[config.mk]
export PLATFORM = sky130hd
export DESIGN_NAME = aw_mac
export DESIGN_NICKNAME = d
export VERILOG_FILES = /design/src/rtl/affine_warp_bilinear_defines.svh /design/src/rtl/aw_pkg.sv /design/src/rtl/aw_mac.sv
export SDC_FILE = /design/constraint.sdc
export NUM_CORES = 2
export LEC_CHECK = 0
export ABC_AREA = 1
export ABC_CLOCK_PERIOD_IN_PS = 9270
export BUFFER_PORTS_ARGS = -buffer_cell sky130_fd_sc_hd__buf_2
export CAP_MARGIN = 20
export CORE_MARGIN = 3
export CORE_UTILIZATION = 50
export CTS_CLUSTER_SIZE = 25
export DETAILED_ROUTE_END_ITERATION = 12
export PLACE_DENSITY = 0.79
export SYNTH_ARGS = -nofsm -noshare
export SYNTH_HDL_FRONTEND = slang
export SYNTH_SLANG_ARGS = --single-unit
[constraint.sdc]
create_clock -name clk -period 9.27 [get_ports clk]
set_input_delay 0.927 -clock clk [delete_from_list [all_inputs] [get_ports clk]]
set_output_delay 0.927 -clock clk [all_outputs]
set_load 0.02 [all_outputs]
[src/rtl/affine_warp_bilinear_defines.svh]
// Assertion macros shared by the affine warp RTL.
// Depends on nothing; files that assert include it by name.
`ifndef AFFINE_WARP_BILINEAR_DEFINES_SVH
`define AFFINE_WARP_BILINEAR_DEFINES_SVH

// Same-cycle implication, sampled on clk and disabled while rst is high.
`define AW_ASSERT_NOW(label, ante, cons, msg) \
  label: assert property (@(posedge clk) disable iff (rst) (ante) |-> (cons)) \
    else $error(msg);

// Next-cycle implication, sampled on clk and disabled while rst is high.
`define AW_ASSERT_NEXT(label, ante, cons, msg) \
  label: assert property (@(posedge clk) disable iff (rst) (ante) |=> (cons)) \
    else $error(msg);

`endif

[src/rtl/aw_pkg.sv]
// Shared types and constants for the affine warp block.
// Depends on nothing; every file but affine_warp_bilinear_defines.svh uses it.
package aw_pkg;

  localparam int SRC_ROWS_DEF = 256;
  localparam int SRC_COLS_DEF = 256;

  localparam int COORD_W   = 10;
  localparam int PIX_W     = 8;
  localparam int CFG_W     = 32;
  localparam int CFG_IDX_W = 3;
  localparam int FRAC_W    = 16;

  localparam int OPA_W  = 33;
  localparam int OPB_W  = 17;
  localparam int PROD_W = OPA_W + OPB_W;
  localparam int ACC_W  = 66;
  localparam int INT_W  = ACC_W - 2 * FRAC_W;
  localparam int DIFF_W = PIX_W + 1;
  localparam int STEP_W = 3;

  localparam logic [STEP_W-1:0] MAP_LAST   = 3'd3;
  localparam logic [STEP_W-1:0] FETCH_LAST = 3'd4;
  localparam logic [STEP_W-1:0] BLEND_LAST = 3'd3;

  localparam logic FUNC_WRITE = 1'b0;
  localparam logic FUNC_READ  = 1'b1;

  localparam logic [CFG_W-1:0] COEF_ONE = 32'h0001_0000;

  typedef enum logic [CFG_IDX_W-1:0] {
    REG_COEF_00,
    REG_COEF_01,
    REG_COEF_02,
    REG_COEF_10,
    REG_COEF_11,
    REG_COEF_12,
    REG_SHIFT_X,
    REG_SHIFT_Y
  } aw_reg_t;

  typedef enum logic [2:0] {
    S_IDLE,
    S_MAPX,
    S_MAPY,
    S_CHECK,
    S_FETCH,
    S_BLEND,
    S_RESULT
  } aw_state_t;

  typedef struct packed {
    logic en;
    logic load;
    logic shift16;
  } mac_op_t;

endpackage

[src/rtl/aw_mac.sv]
// Shared signed multiply-accumulate unit with an optional 16-bit product shift.
// Depends on aw_pkg for operand widths and the operation struct.
module aw_mac (
  input  logic                              clk,
  input  aw_pkg::mac_op_t                   op,
  input  logic signed [aw_pkg::OPA_W-1:0]   a,
  input  logic signed [aw_pkg::OPB_W-1:0]   b,
  input  logic signed [aw_pkg::ACC_W-1:0]   base,
  output logic signed [aw_pkg::ACC_W-1:0]   acc
);
  import aw_pkg::*;

  logic signed [PROD_W-1:0] prod;
  logic signed [ACC_W-1:0]  prod_ext;
  logic signed [ACC_W-1:0]  addend;
  logic signed [ACC_W-1:0]  sum;

  always_comb begin
    prod     = $signed({{(PROD_W-OPA_W){a[OPA_W-1]}}, a})
             * $signed({{(PROD_W-OPB_W){b[OPB_W-1]}}, b});
    prod_ext = $signed({{(ACC_W-PROD_W){prod[PROD_W-1]}}, prod});
    addend   = op.shift16 ? (prod_ext <<< FRAC_W) : prod_ext;
    sum      = (op.load ? base : acc) + addend;
  end

  always_ff @(posedge clk) begin
    if (op.en) begin
      acc <= sum;
    end
  end

endmodule

Word level (Yosys, flattened, before mapping) --
Cells that the tools add are included.
Word-level totals: bits in registers 66, logic and storage cells 5, bits of input ports 120
Operators by class: muxes and demuxes 2, add/subtract/negate cells 1, multipliers 1
Operator list (count):
- adder 66 bit | 1
- 2-to-1 mux 66 bit | 1
- 2-to-1 mux 65 bit | 1
- multiplier 33 x 17 -> 50 bit | 1

Depth between registers and ports, before layout --
depth in word-level cells 3, gate-level depth with buffers 44

Worst setup path before layout --
Ideal clock, no wire load.
kind input-to-reg, from input a[32] (netlist bit), to register acc[65] (netlist bit) (data pin), slack 1.392 ns, buffers on the path 3, data required time 9.017 ns, data arrival time 7.625 ns, stages 35, cell sequence clkbuf_1 clkbuf_1 nand2_1 fa_1 inv_1 fa_1 fa_1 fa_1 inv_1 fa_1 inv_1 fa_1 ha_1 nand2_1 nor3_4 nand2_1 nor2_2 nand2_2 nand3_2 nand2_2 nand3_4 buf_12 nand2_2 ha_1 nand2_1 nor2_2 inv_2 nor2_1 inv_1 nor2_1 nand2_1 nor3b_2 nor2_1 nand3_1 nand2_1
Between the ends: cells in the longest elaborated chain, start to end 3
RTL lines:
- from (decl) | line aw_mac.sv:6 | input logic signed [aw_pkg::OPA_W-1:0] a,
- multiplier 33 x 17 -> 50 bit * | line aw_mac.sv:20 | * $signed({{(PROD_W-OPB_W){b[OPB_W-1]}}, b});
- 2-to-1 mux 65 bit | line aw_mac.sv:22 | addend = op.shift16 ? (prod_ext <<< FRAC_W) : prod_ext;
- adder 66 bit * | line aw_mac.sv:23 | sum = (op.load ? base : acc) + addend;
- named net sum[65] | line aw_mac.sv:16 | logic signed [ACC_W-1:0] sum;
- to (signal assigned) | line aw_mac.sv:28 | acc <= sum;
- to (decl) | line aw_mac.sv:9 | output logic signed [aw_pkg::ACC_W-1:0] acc
Mark *: on every way through the listed nets, which the timed path passes. The rest lies on a longest branch. A chain may end at the register's enable or synchronous reset.

Worst setup path after layout --
from input b[11] (netlist bit), to register acc[38] (netlist bit) (data pin)
Between the ends: cells in the longest elaborated chain, start to end 3
RTL lines:
- from (decl) | line aw_mac.sv:7 | input logic signed [aw_pkg::OPB_W-1:0] b,
- multiplier 33 x 17 -> 50 bit | line aw_mac.sv:20
- 2-to-1 mux 65 bit | line aw_mac.sv:22
- adder 66 bit | line aw_mac.sv:23
- named net sum[38] | line aw_mac.sv:16
The timed path passes the listed nets, and every way through them passes these cells.

==> impl_metrics.py <==
metrics = {
    "hold_path": {
        "hold_path_depth": 2,
        "min_to": "acc[0]",
        "min-delay-start": "acc[0]",
        "hp-class": "reg2reg",
    },
    "critical_path": {
        "critPathMaxFanout": 29,
        "worstRegToRegCells": 9,
        "reg2reg_to": "acc[44]",
        "worstPathRequired_ns": 9.44,
        "cp_top_family": "adder cells",
        "worst-setup-path-type": "in2reg",
        "worstReg2RegStart": "acc[5]",
        "critPathCaptureType": "flip-flop",
        "cp.arrival_ns": 8.92,
        "cpPeakStageDelay_ns": 0.55,
        "path_buf_inv": 8,
        "rrSetupSlack_ns": 6.08,
        "cp_slowest_cell": "fa_1",
        "worst_setup_path_start_kind": "input pin",
    },
    "logic_synthesis": {
        "syn-mean-instance-area_um2": 7.262,
        "synth_edf_count": 66,
        "syn_nets": 4849,
        "synthCells": 4010,
        "ys_seq_area_frac": 0.06806,
        "synth_ff_type": "edfxtp_1",
        "ys_warn_count": 0,
        "syn_area_um2": 29120,
        "async_reset_ff_frac": 0,
        "synthDistinctLibCells": 49,
        "synth-seq-cells": 66,
    },
    "timing": {
        "final.setup.tns_ns": 0,
        "period_needed_ns": 8.747,
        "hold_viol": 0,
        "fmax_ghz": 0.1143,
        "maxSlewViolCount": 0,
        "fin_crit_sh": 0.9436,
        "setup_viol": 0,
        "clock_skew_ns": 0.01556,
        "rsz0062_at_grt": "no",
        "tightest_slew_ns": 0.9349,
        "relSlewSlack": 0.3767,
    },
    "final_layout": {
        "multi_input_area_um2": 22680,
        "syn_to_final_growth_pct": 8.584,
        "final-seq-area_um2": 1982,
        "largest-register": "acc",
        "final_nets": 5013,
        "fillers": 5450,
        "reg_top3": "acc (66)",
        "drive_gt1_frac": 0.1117,
        "largest_register_ffs": 66,
    },
    "routing": {
        "viasPerCell": 5.347,
        "drc": 0,
        "drt_iter0_markers": 2268,
        "drtPass1Iterations": 6,
        "wl_per_cell_um": 19.01,
        "wl_um": 93850,
        "vias": 26400,
        "antenna_left": 0,
    },
    "clock_network": {
        "cts_sinks": 66,
        "max-clock-path-buffers": 2,
        "clock_latency_ns": 0.36,
        "post_cts_buffers": 0,
        "cts-htree-levels": 3,
        "clkTransAtPathRegs_ns": 0.07,
        "cts_tree": "built",
        "cts_buffers": 9,
        "root_buffer": "clkbuf_16",
    },
    "grt": {
        "track_usage": 0.3142,
        "antenna_found_initial": 3,
        "met3_usage": 0.04159,
        "grt_overflow": 0,
        "grtUsageMet1": 0.4233,
        "grt_pass1_wl_um": 148400,
        "gr-usage-met2": 0.5271,
        "grt_pass1_vias": 27080,
        "grt_max_degree": 68,
        "busiest_layer": "met2",
    },
    "place": {
        "hpwlAfterDp_um": 82200,
        "io_buffers": 185,
        "gp_congestion": 1.093,
    },
    "job": {
        "cap_violations": 0,
    },
    "floorplan": {
        "die_y_um": 247.3,
        "die_x_um": 247.3,
        "num_rows": 87,
        "die_area_um2": 61170,
        "io_pins": 186,
        "core-area_um2": 57040,
        "initial_core_util": 0.5106,
    },
    "run_status": {
        "status": "complete, no violations",
    },
}
worst min-delay path, delay by kind of cell (launching register included):
family | cells | cell delay, ns
fa+ha+maj | 1 | 0.13
flops | 1 | 0.35
mux | 1 | 0.15
per-stage QoR:
| stage | hold WS [ns] | cell area (µm²) | worst slack, ns | utilization | cells |
|---|---|---|---|---|---|
| floorplan | 0.8374 | 29120 | 1.392 | - | 4010 |
| global placement | 0.7226 | 31310 | 0.1327 | 0.5489 | 4919 |
| detailed placement | 0.7060 | 31310 | 0.1597 | 0.5489 | 4919 |
| CTS | 0.7398 | 31610 | 0.5206 | 0.5541 | 4935 |
| global route | 0.7665 | 31620 | 0.03732 | 0.5543 | 4936 |
| finish | 0.7300 | 31620 | 0.5232 | 0.5544 | 4937 |
cell type report:
type	instances	share of cell area
Multi-Input combinational cell	2762	0.7173
Sequential cell	66	0.06268
Clock inverter	6	0.002137
Clock buffer	10	0.007241
Inverter	1031	0.1224
Tap cell	756	0.02991
Timing Repair Buffer	304	0.05816
Antenna cell	2	0.0001583
synthesized netlist by cell type, types with 4 or more instances:
library cell / instances / area (µm²)
xnor2_1: 14 / 122.6
nor2_1: 281 / 1055
o21bai_1: 27 / 202.7
or2_1: 5 / 31.28
ha_1: 182 / 2277
inv_1: 1008 / 3784
buf_2: 5 / 25.02
edfxtp_1: 66 / 1982
nor2_2: 16 / 100.1
clkbuf_1: 142 / 533.0
nand2_2: 22 / 137.6
o211ai_1: 4 / 30.03
xor2_1: 53 / 464.2
mux2_2: 65 / 732.0
nand2_1: 1031 / 3870
o21ai_1: 21 / 105.1
a21oi_1: 151 / 755.7
inv_2: 21 / 78.83
a21o_1: 11 / 82.58
nand4_1: 26 / 162.7
nand3_1: 153 / 765.7
nor4_1: 5 / 31.28
o21a_1: 11 / 82.58
or2_2: 5 / 31.28
o21ai_0: 80 / 400.4
nor3_1: 13 / 65.06
a21boi_0: 7 / 52.55
nand3b_1: 14 / 105.1
fa_1: 537 / 10750
placed cells by master, fill, tap and decap left out, types with 3 or more instances in the layout:
master | Yosys | layout
nand2_2 | 22 | 22
or2_1 | 5 | 5
mux2_2 | 65 | 65
clkbuf_16 | 0 | 9
nand3b_1 | 14 | 14
nand3_2 | 3 | 3
xnor2_1 | 14 | 14
inv_2 | 21 | 21
a21boi_0 | 7 | 7
o211ai_1 | 4 | 4
o21bai_1 | 27 | 27
clkbuf_4 | 0 | 3
a21oi_2 | 3 | 3
xor2_1 | 53 | 53
nor4_1 | 5 | 5
o21ai_0 | 80 | 80
a21oi_1 | 151 | 151
ha_1 | 182 | 182
buf_2 | 5 | 182
nor3_1 | 13 | 13
nor2_1 | 281 | 281
inv_1 | 1008 | 1008
nor2_2 | 16 | 16
nand2_1 | 1031 | 1031
o21a_1 | 11 | 11
buf_4 | 0 | 118
o21ai_1 | 21 | 21
a21o_1 | 11 | 11
or2_2 | 5 | 5
and2_1 | 3 | 3
nand4_1 | 26 | 26
edfxtp_1 | 66 | 66
nand3_1 | 153 | 153
fa_1 | 537 | 536
routing by layer:
layer,up-vias,part of all wire
li1,12157,-
met3,164,0.082
met1,12893,0.41
met2,1182,0.47
met5,-,0.00029
met4,4,0.034
cell families after synthesis:
| logic type | count (synthesis) | synth area share |
|---|---|---|
| AO/OA/AOI/OAI | 321 | 0.06135 |
| XOR/XNOR | 67 | 0.02015 |
| adder cells (fa/ha/maj) | 719 | 0.4473 |
| buffers and inverters | 1182 | 0.1531 |
| flip-flops | 66 | 0.06806 |
| multiplexers | 66 | 0.02548 |
| AND/OR/NAND/NOR | 1589 | 0.2245 |
what timing repair did:
action	4_1_cts	5_1_grt
hold buffers	0	0
resized for setup	0	4
endpoints found under the setup margin	0	2
worst max-delay path by stage:
| stage | from | endpoint | slack (ns) | cells past startpoint |
|---|---|---|---|---|
| after global placement | b[3] | acc[58] | 0.13 | 31 |
| after global routing | b[5] | acc[58] | 0.04 | 32 |
| after floorplan | a[32] | acc[65] | 1.39 | 35 |
| after detailed placement | b[6] | acc[58] | 0.16 | 28 |
| after CTS | b[6] | acc[58] | 0.52 | 31 |
| final | b[11] | acc[38] | 0.52 | 31 |
Power is not shown: default switching activity piles up to over one toggle a cycle in this logic, so the estimate is an artifact.
